==> src/design/prr_pkg.sv <==
`default_nettype none
package prr_pkg;

  localparam int unsigned MaxElems   = 8;
  localparam int unsigned ElemW      = 3;
  localparam int unsigned RankW      = 16;
  localparam int unsigned RecipShift = 20;
  localparam int unsigned RecipW     = RecipShift + 1;
  localparam int unsigned ProdW      = RankW + RecipW;
  localparam int unsigned QueueDepth = 2;
  localparam int unsigned DefElementCount = 8;

  typedef enum logic [1:0] {
    MODE_FULL_RANK   = 2'd0,
    MODE_FULL_UNRANK = 2'd1,
    MODE_EVEN_RANK   = 2'd2,
    MODE_EVEN_UNRANK = 2'd3
  } mode_e;

  typedef logic [ElemW-1:0] elem_t;
  typedef elem_t [MaxElems-1:0] elem_vec_t;

  typedef struct packed {
    logic [1:0]       mode;
    logic [RankW-1:0] rank_in;
    elem_t            perm_0;
    elem_t            perm_1;
    elem_t            perm_2;
    elem_t            perm_3;
    elem_t            perm_4;
    elem_t            perm_5;
    elem_t            perm_6;
    elem_t            perm_7;
  } in_t;

  typedef struct packed {
    logic             valid_res;
    logic [RankW-1:0] rank_out;
    elem_t            out_0;
    elem_t            out_1;
    elem_t            out_2;
    elem_t            out_3;
    elem_t            out_4;
    elem_t            out_5;
    elem_t            out_6;
    elem_t            out_7;
  } out_t;

  typedef struct packed {
    mode_e            mode;
    logic             ok;
    logic [RankW-1:0] r;
    elem_vec_t        dig;
  } job_t;

  function automatic logic [31:0] fact(input int unsigned v);
    logic [31:0] acc;
    acc = 32'd1;
    for (int unsigned k = 2; k <= MaxElems; k++) begin
      if (k <= v) begin
        acc = acc * 32'(k);
      end
    end
    return acc;
  endfunction

  // ceil(2^20 / d), exact quotient for 16-bit dividends
  function automatic logic [RecipW-1:0] recip(input int unsigned d);
    logic [RecipW-1:0] m;
    case (d)
      2: m = RecipW'(524288);
      3: m = RecipW'(349526);
      4: m = RecipW'(262144);
      5: m = RecipW'(209716);
      6: m = RecipW'(174763);
      7: m = RecipW'(149797);
      8: m = RecipW'(131072);
      default: m = RecipW'(1048576);
    endcase
    return m;
  endfunction

  function automatic elem_vec_t build_perm(input elem_vec_t dig, input int unsigned n);
    elem_vec_t pool;
    elem_vec_t res;
    elem_t     d;
    elem_t     cnt;
    res = '0;
    for (int unsigned i = 0; i < MaxElems; i++) begin
      pool[i] = ElemW'(i);
    end
    cnt = ElemW'(n - 1);
    for (int unsigned p = 0; p < MaxElems; p++) begin
      if (p < n) begin
        d = dig[p];
        if (d > cnt) begin
          d = cnt;
        end
        res[p] = pool[d];
        for (int unsigned k = 0; k < MaxElems - 1; k++) begin
          if (ElemW'(k) >= d) begin
            pool[k] = pool[k+1];
          end
        end
        cnt = cnt - ElemW'(1);
      end
    end
    return res;
  endfunction

endpackage
`default_nettype wire

==> src/design/permutation_rank_unrank.sv <==
// Lehmer-code rank/unrank of a permutation of ELEMENT_COUNT elements. One
// transaction is accepted per cycle while the queue is not full, and each gives
// exactly one result transaction, in order: the front decodes the mode, checks
// elements and range and forms rank-mode digits in the accept cycle, a
// two-entry queue decouples it from the back, whose pipeline peels at most one
// mixed-radix digit per stage by a reciprocal multiply in unrank modes and then
// forms the rank or the permutation into the output register.
`default_nettype none
module permutation_rank_unrank #(
  parameter int unsigned ELEMENT_COUNT = prr_pkg::DefElementCount
) (
  input  logic          clk_i,
  input  logic          rst_ni,
  input  logic          in_valid_i,
  output logic          in_stall_o,
  input  prr_pkg::in_t  in_data_i,
  output logic          out_valid_o,
  input  logic          out_stall_i,
  output prr_pkg::out_t out_data_o
);
  import prr_pkg::*;

  job_t front_job;
  job_t head_job;
  logic full, empty, pop;

  assign in_stall_o = full;

  prr_front #(.ELEMENT_COUNT(ELEMENT_COUNT)) u_front (
    .in_data_i (in_data_i),
    .job_o     (front_job)
  );

  prr_queue u_queue (
    .clk_i       (clk_i),
    .rst_ni      (rst_ni),
    .push_i      (in_valid_i),
    .push_data_i (front_job),
    .full_o      (full),
    .pop_i       (pop),
    .empty_o     (empty),
    .pop_data_o  (head_job)
  );

  prr_back #(.ELEMENT_COUNT(ELEMENT_COUNT)) u_back (
    .clk_i       (clk_i),
    .rst_ni      (rst_ni),
    .job_valid_i (!empty),
    .job_i       (head_job),
    .job_pop_o   (pop),
    .out_valid_o (out_valid_o),
    .out_stall_i (out_stall_i),
    .out_data_o  (out_data_o)
  );

endmodule
`default_nettype wire

==> src/design/prr_front.sv <==
`default_nettype none
module prr_front #(
  parameter int unsigned ELEMENT_COUNT = prr_pkg::DefElementCount
) (
  input  prr_pkg::in_t  in_data_i,
  output prr_pkg::job_t job_o
);
  import prr_pkg::*;

  localparam logic [31:0] FullCount = fact(ELEMENT_COUNT);
  localparam logic [31:0] HalfCount = FullCount / 2;

  elem_vec_t p;
  elem_vec_t dig;
  logic      uniq;
  logic      par;
  mode_e     mode;

  assign p = {in_data_i.perm_7, in_data_i.perm_6, in_data_i.perm_5, in_data_i.perm_4,
              in_data_i.perm_3, in_data_i.perm_2, in_data_i.perm_1, in_data_i.perm_0};
  assign mode = mode_e'(in_data_i.mode);

  always_comb begin
    uniq = 1'b1;
    par  = 1'b0;
    dig  = '0;
    for (int unsigned i = 0; i < MaxElems; i++) begin
      if (i < ELEMENT_COUNT) begin
        if (32'(p[i]) >= ELEMENT_COUNT) begin
          uniq = 1'b0;
        end
        for (int unsigned j = 0; j < MaxElems; j++) begin
          if (j > i && j < ELEMENT_COUNT) begin
            if (p[j] == p[i]) begin
              uniq = 1'b0;
            end
            if (p[j] < p[i]) begin
              dig[i] = dig[i] + ElemW'(1);
            end
          end
        end
      end
    end
    for (int unsigned i = 0; i < MaxElems; i++) begin
      par = par ^ dig[i][0];
    end
  end

  always_comb begin
    job_o.mode = mode;
    job_o.r    = in_data_i.rank_in;
    job_o.dig  = '0;
    job_o.ok   = 1'b0;
    case (mode)
      MODE_FULL_RANK: begin
        job_o.ok  = uniq;
        job_o.dig = dig;
      end
      MODE_EVEN_RANK: begin
        job_o.ok  = uniq && !par;
        job_o.dig = dig;
      end
      MODE_FULL_UNRANK: begin
        job_o.ok = 32'(in_data_i.rank_in) < FullCount;
      end
      MODE_EVEN_UNRANK: begin
        job_o.ok = 32'(in_data_i.rank_in) < HalfCount;
      end
      default: begin
        job_o.ok = 1'b0;
      end
    endcase
  end

endmodule
`default_nettype wire

==> src/design/prr_queue.sv <==
`default_nettype none
module prr_queue (
  input  logic          clk_i,
  input  logic          rst_ni,
  input  logic          push_i,
  input  prr_pkg::job_t push_data_i,
  output logic          full_o,
  input  logic          pop_i,
  output logic          empty_o,
  output prr_pkg::job_t pop_data_o
);
  import prr_pkg::*;

  localparam int unsigned PtrW = $clog2(QueueDepth);
  localparam int unsigned CntW = $clog2(QueueDepth + 1);

  job_t            mem_q [QueueDepth];
  logic [PtrW-1:0] wr_q, wr_d, rd_q, rd_d;
  logic [CntW-1:0] cnt_q, cnt_d;
  logic            do_push, do_pop;

  assign full_o     = cnt_q == CntW'(QueueDepth);
  assign empty_o    = cnt_q == '0;
  assign do_push    = push_i && !full_o;
  assign do_pop     = pop_i && !empty_o;
  assign pop_data_o = mem_q[rd_q];

  always_comb begin
    wr_d  = wr_q;
    rd_d  = rd_q;
    cnt_d = cnt_q;
    if (do_push) begin
      wr_d = (32'(wr_q) == QueueDepth - 1) ? '0 : wr_q + PtrW'(1);
    end
    if (do_pop) begin
      rd_d = (32'(rd_q) == QueueDepth - 1) ? '0 : rd_q + PtrW'(1);
    end
    if (do_push && !do_pop) begin
      cnt_d = cnt_q + CntW'(1);
    end else if (do_pop && !do_push) begin
      cnt_d = cnt_q - CntW'(1);
    end
  end

  always_ff @(posedge clk_i or negedge rst_ni) begin
    if (!rst_ni) begin
      wr_q  <= '0;
      rd_q  <= '0;
      cnt_q <= '0;
    end else begin
      wr_q  <= wr_d;
      rd_q  <= rd_d;
      cnt_q <= cnt_d;
    end
  end

  always_ff @(posedge clk_i) begin
    if (do_push) begin
      mem_q[wr_q] <= push_data_i;
    end
  end

endmodule
`default_nettype wire

==> src/design/prr_back.sv <==
`default_nettype none
module prr_back #(
  parameter int unsigned ELEMENT_COUNT = prr_pkg::DefElementCount
) (
  input  logic          clk_i,
  input  logic          rst_ni,
  input  logic          job_valid_i,
  input  prr_pkg::job_t job_i,
  output logic          job_pop_o,
  output logic          out_valid_o,
  input  logic          out_stall_i,
  output prr_pkg::out_t out_data_o
);
  import prr_pkg::*;

  localparam int unsigned N = ELEMENT_COUNT;

  job_t                   st_q [N+1];
  job_t                   nxt [N];
  logic [N:0]             vld_q;
  logic [N-1:0][ProdW-1:0] prod;
  logic [N-1:0][RankW-1:0] quo;
  logic [N-1:0][RankW-1:0] rem;
  logic                   adv;
  logic                   out_vld_q;
  out_t                   out_q, out_d;
  job_t                   fin;
  elem_vec_t              d;
  elem_vec_t              perm;
  logic [RankW-1:0]       rank;
  logic                   par;

  assign adv         = !(out_vld_q && out_stall_i);
  assign job_pop_o   = adv && job_valid_i;
  assign out_valid_o = out_vld_q;
  assign out_data_o  = out_q;

  // in unrank modes, stage s peels off the digit at position n-1-s, radix s+1 (even unrank: s >= 2 only)
  always_comb begin
    for (int unsigned s = 0; s < N; s++) begin
      nxt[s]  = st_q[s];
      prod[s] = ProdW'(st_q[s].r) * ProdW'(recip(s + 1));
      quo[s]  = prod[s][RecipShift +: RankW];
      rem[s]  = st_q[s].r - RankW'(quo[s] * RankW'(s + 1));
      if (st_q[s].mode == MODE_FULL_UNRANK ||
          (st_q[s].mode == MODE_EVEN_UNRANK && s >= 2)) begin
        nxt[s].dig[N-1-s] = rem[s][ElemW-1:0];
        nxt[s].r          = quo[s];
      end
    end
  end

  always_ff @(posedge clk_i or negedge rst_ni) begin
    if (!rst_ni) begin
      vld_q     <= '0;
      out_vld_q <= 1'b0;
    end else if (adv) begin
      vld_q     <= {vld_q[N-1:0], job_valid_i};
      out_vld_q <= vld_q[N];
    end
  end

  always_ff @(posedge clk_i) begin
    if (adv) begin
      st_q[0] <= job_i;
      for (int unsigned s = 0; s < N; s++) begin
        st_q[s+1] <= nxt[s];
      end
      out_q <= out_d;
    end
  end

  always_comb begin
    fin  = st_q[N];
    d    = fin.dig;
    par  = 1'b0;
    rank = '0;
    for (int unsigned i = 0; i < MaxElems; i++) begin
      if (i + 2 < N) begin
        par = par ^ d[i][0];
      end
    end
    for (int unsigned i = 0; i < MaxElems; i++) begin
      if (i < N) begin
        if (fin.mode == MODE_FULL_RANK) begin
          rank = rank + RankW'(RankW'(d[i]) * RankW'(fact(N - 1 - i)));
        end else if (i + 2 < N) begin
          rank = rank + RankW'(RankW'(d[i]) * RankW'(fact(N - 1 - i) >> 1));
        end
      end
    end
    if (fin.mode == MODE_EVEN_UNRANK) begin
      d[N-2] = {{(ElemW-1){1'b0}}, par};
    end
    perm  = build_perm(d, N);
    out_d = '0;
    if (fin.ok) begin
      out_d.valid_res = 1'b1;
      case (fin.mode)
        MODE_FULL_RANK, MODE_EVEN_RANK: begin
          out_d.rank_out = rank;
        end
        MODE_FULL_UNRANK, MODE_EVEN_UNRANK: begin
          out_d.out_0 = perm[0];
          out_d.out_1 = perm[1];
          out_d.out_2 = perm[2];
          out_d.out_3 = perm[3];
          out_d.out_4 = perm[4];
          out_d.out_5 = perm[5];
          out_d.out_6 = perm[6];
          out_d.out_7 = perm[7];
        end
        default: begin
          out_d = '0;
        end
      endcase
    end
  end

endmodule
`default_nettype wire

==> config.mk <==
export PLATFORM = sky130hd
export DESIGN_NAME = permutation_rank_unrank
export DESIGN_NICKNAME = d
export VERILOG_FILES = /design/src/design/prr_pkg.sv /design/src/design/permutation_rank_unrank.sv /design/src/design/prr_front.sv /design/src/design/prr_queue.sv /design/src/design/prr_back.sv
export SDC_FILE = /design/constraint.sdc
export NUM_CORES = 2
export LEC_CHECK = 0
export ABC_CLOCK_PERIOD_IN_PS = 14700
export BUFFER_PORTS_ARGS = -buffer_cell sky130_fd_sc_hd__buf_2
export CAP_MARGIN = 10
export CORE_ASPECT_RATIO = 0.9
export CORE_MARGIN = 2
export CORE_UTILIZATION = 35
export CTS_BUF_LIST = sky130_fd_sc_hd__clkbuf_8
export CTS_CLUSTER_SIZE = 14
export DETAILED_ROUTE_END_ITERATION = 7
export SKIP_LAST_GASP = 1
export SLEW_MARGIN = 20
export SYNTH_ARGS = -nofsm -noshare
export SYNTH_HDL_FRONTEND = slang
export SYNTH_SLANG_ARGS = --single-unit
==> constraint.sdc <==
create_clock -name clk_i -period 14.7 [get_ports clk_i]
set_input_delay 2.205 -clock clk_i [delete_from_list [all_inputs] [get_ports clk_i]]
set_output_delay 2.205 -clock clk_i [all_outputs]
set_load 0.02 [all_outputs]
==> out/metrics.cfg <==
[run_status]
outcome = complete, no violations

[clock_tree]
cts_setup_buffers = 0
clkTransAtPathRegs_ps = 70
clock_latency_ps = 660
clk_path_buf_depth = 3
cts_tree = done
clock_sinks = 439
cts-root-buf = clkbuf_8
htree_levels = 3
post_cts_resized = 0
holdBufCountCts = 0
numCtsBuffers = 70

[timing]
finClkSkew_ps = 30.33
post-route-period-util_pct = 60.91
slew_headroom_pct = 32.42
timing.fmax_ghz = 0.1117
rsz0062_at_grt = no
period_minus_slack_ps = 8954
hold_viol_final = 0
worstMarginPinSlew_ps = 1009
tns_ps = 0
setup_violations = 0
slew_viol_final = 0

[synth]
ys_ff_latch = 439
syn_inst = 3387
yosys_warnings = 0
ys_top_cells_by_area = edfxtp_1 (33%), ha_1 (21%), fa_1 (16%)
syn_nets = 4393
seq_area_frac_synth_pct = 33.75
synth_flop_cell = edfxtp_1
netlist_area_sq_mm = 0.03885
yosysTopAreaCellShare_pct = 32.85
synth-edff-count = 425
yosysUniqueCellTypes = 81
postSynthAreaPerCell_sq_um = 11.47
yosys.area.top_type = edfxtp_1
synthArstFlopShare_pct = 3.189

[global_route]
grt_max_degree = 181
grt_pass1_vias = 24980
grt_first_pass_wirelength_um = 127200
grt_usage_pct = 13.66
antenna_found_initial = 1
overflow = 0

[floorplanning]
initial_utilization_pct = 35.43
ioPinCount = 89
die-height_um = 320.1
core_area_sq_mm = 0.1096
die_area_sq_mm = 0.1137
die_w_um = 355.2
rows = 115

[critical_path]
path_class = reg -> reg
cp_data_required_time_ps = 15080
cp-end-kind = register
critPathMaxFanout = 14
worstPathArrival_ps = 9330
crit_slowest_cell = edfxtp_1
path_delay_family = adder cells
critPathBufInv = 5
cpPeakStageDelay_ps = 690
start_kind = register

[route]
drcViolationCount = 0
wl_um = 74740
drtIter0Drc = 1121
wl_per_cell_um = 14.89
ant_nets = 0
vias_per_cell = 4.751
firstDrtPassIters = 5
vias = 23860

[layout]
nets = 4511
fillers = 10770
drive_above_1_share_pct = 9.919
layout_commonest_cell = ha_1
seq_area_sq_mm = 0.01311
syn_to_final_growth_pct = 9.043
diodes = 0
layout_common_cells = ha_1 (654), inv_1 (592), edfxtp_1 (425), fa_1 (306), nor2_1 (158)
multi_input_comb_area_sq_mm = 0.02344

[flow_run]
max_cap_violations = 0

[placed_design]
port-buffer-count = 88
gp_congestion = 0.8331
dpl.hpwl_um = 59320

[hold_path]
min_path_type = reg -> reg

## cells in the mapped netlist (5+ instances only)
cell type / n
or3_1: 5
fa_1: 306
xnor2_1: 127
clkbuf_1: 40
o21bai_1: 8
o31ai_1: 9
edfxtp_1: 425
a31oi_1: 15
a211oi_1: 26
mux2_2: 122
dfrtp_1: 14
buf_1: 9
nand2b_1: 40
nand4_1: 17
nand3b_1: 9
o211ai_1: 12
and2_1: 14
nor3_1: 22
mux2i_1: 49
a211o_1: 7
o21ai_0: 113
a31o_2: 7
nand3_1: 56
nand2_1: 153
nor2_1: 160
and3_1: 12
inv_1: 564
a21o_1: 47
xor2_1: 45
or2_2: 19
nor2b_1: 60
a21oi_1: 112
nor4_1: 6
ha_1: 654
o21a_1: 20
## per-layer routing
layer | wire (um) | part of all wire [%] | track usage (%)
met5 | 0 | 0 | 0
met4 | 1707 | 2.3 | 3.465
met3 | 2552 | 3.4 | 1.889
met2 | 34000 | 45 | 22.14
met1 | 36480 | 49 | 19.18
## final timing paths
| kind | slack (ps) | end | cells past startpoint | start |
|---|---|---|---|---|
| setup / recovery | 5750 | u_back.out_data_o[39]$_SDFFCE_PN0N_ | 34 | u_back.st_q[4][0]$_DFFE_PN_ |
| hold / removal | 410 | u_back.st_q[2][6]$_DFFE_PN_ | 0 | u_back.st_q[1][49]$_DFFE_PN_ |
| setup reg to reg | 5750 | u_back.out_data_o[39]$_SDFFCE_PN0N_ | 34 | u_back.st_q[4][0]$_DFFE_PN_ |
| hold reg to reg | 410 | u_back.st_q[2][6]$_DFFE_PN_ | 0 | u_back.st_q[1][49]$_DFFE_PN_ |
| max in group asynchronous | 13010 | u_back.vld_q[3]$_DFFE_PN0N_ | 1 | rst_ni |
| min in group asynchronous | 1430 | u_queue.wr_q$_DFFE_PN0P_ | 1 | rst_ni |
## metrics by stage
stage	hold WS (ps)	setup slack [ps]	std cells	instance area, sq um	utilization [%]
2_1_floorplan	400.3	1195	3387	38850	-
3_3_place_gp	400.8	5910	4895	41030	37.42
3_5_place_dp	404.5	5811	4895	41030	37.42
4_1_cts	413.0	5722	5021	42360	38.64
5_1_grt	418.7	5105	5021	42360	38.64
6_report	410.1	5746	5021	42360	38.64
## final cells by class
cell class                      count  area share, %
Multi-Input combinational cell   2331          55.33
Timing Repair Buffer               98          1.246
Clock buffer                       70          2.274
Sequential cell                   439          30.95
Clock inverter                     56         0.8683
Tap cell                         1462          4.318
Inverter                          565          5.006
## worst reg2reg max path: cells and delay by family (launching register included)
kind            cells  cell delay, ps
fa+ha+maj           9            3840
compound gates      9            1700
xor+xnor            4             950
simple gates        7             920
flops               1             690
buf+inv             5             580
## flip-flops by register name, summed over array words and instances (netlist names)
name and count:
u_back.out_data_o 41, u_queue.mem_q 74, u_queue.rd_q 1, u_back.vld_q 9, u_back.out_valid_o 1, u_back.st_q 310, u_queue.cnt_q 2, u_queue.wr_q 1
## kinds of logic after synthesis
kind of cell / after synthesis / synth area share, %
flops: 439 / 33.75
simple gates: 591 / 7.401
compound gates: 433 / 7.217
other cells: 1 / 0.009653
fa+ha+maj: 960 / 36.83
buf+inv: 617 / 5.971
xor+xnor: 174 / 3.961
mux: 172 / 4.857
Power is left out: the tool's default activity adds up to more than one toggle a clock period on the data nets, which glitch-free logic cannot reach.
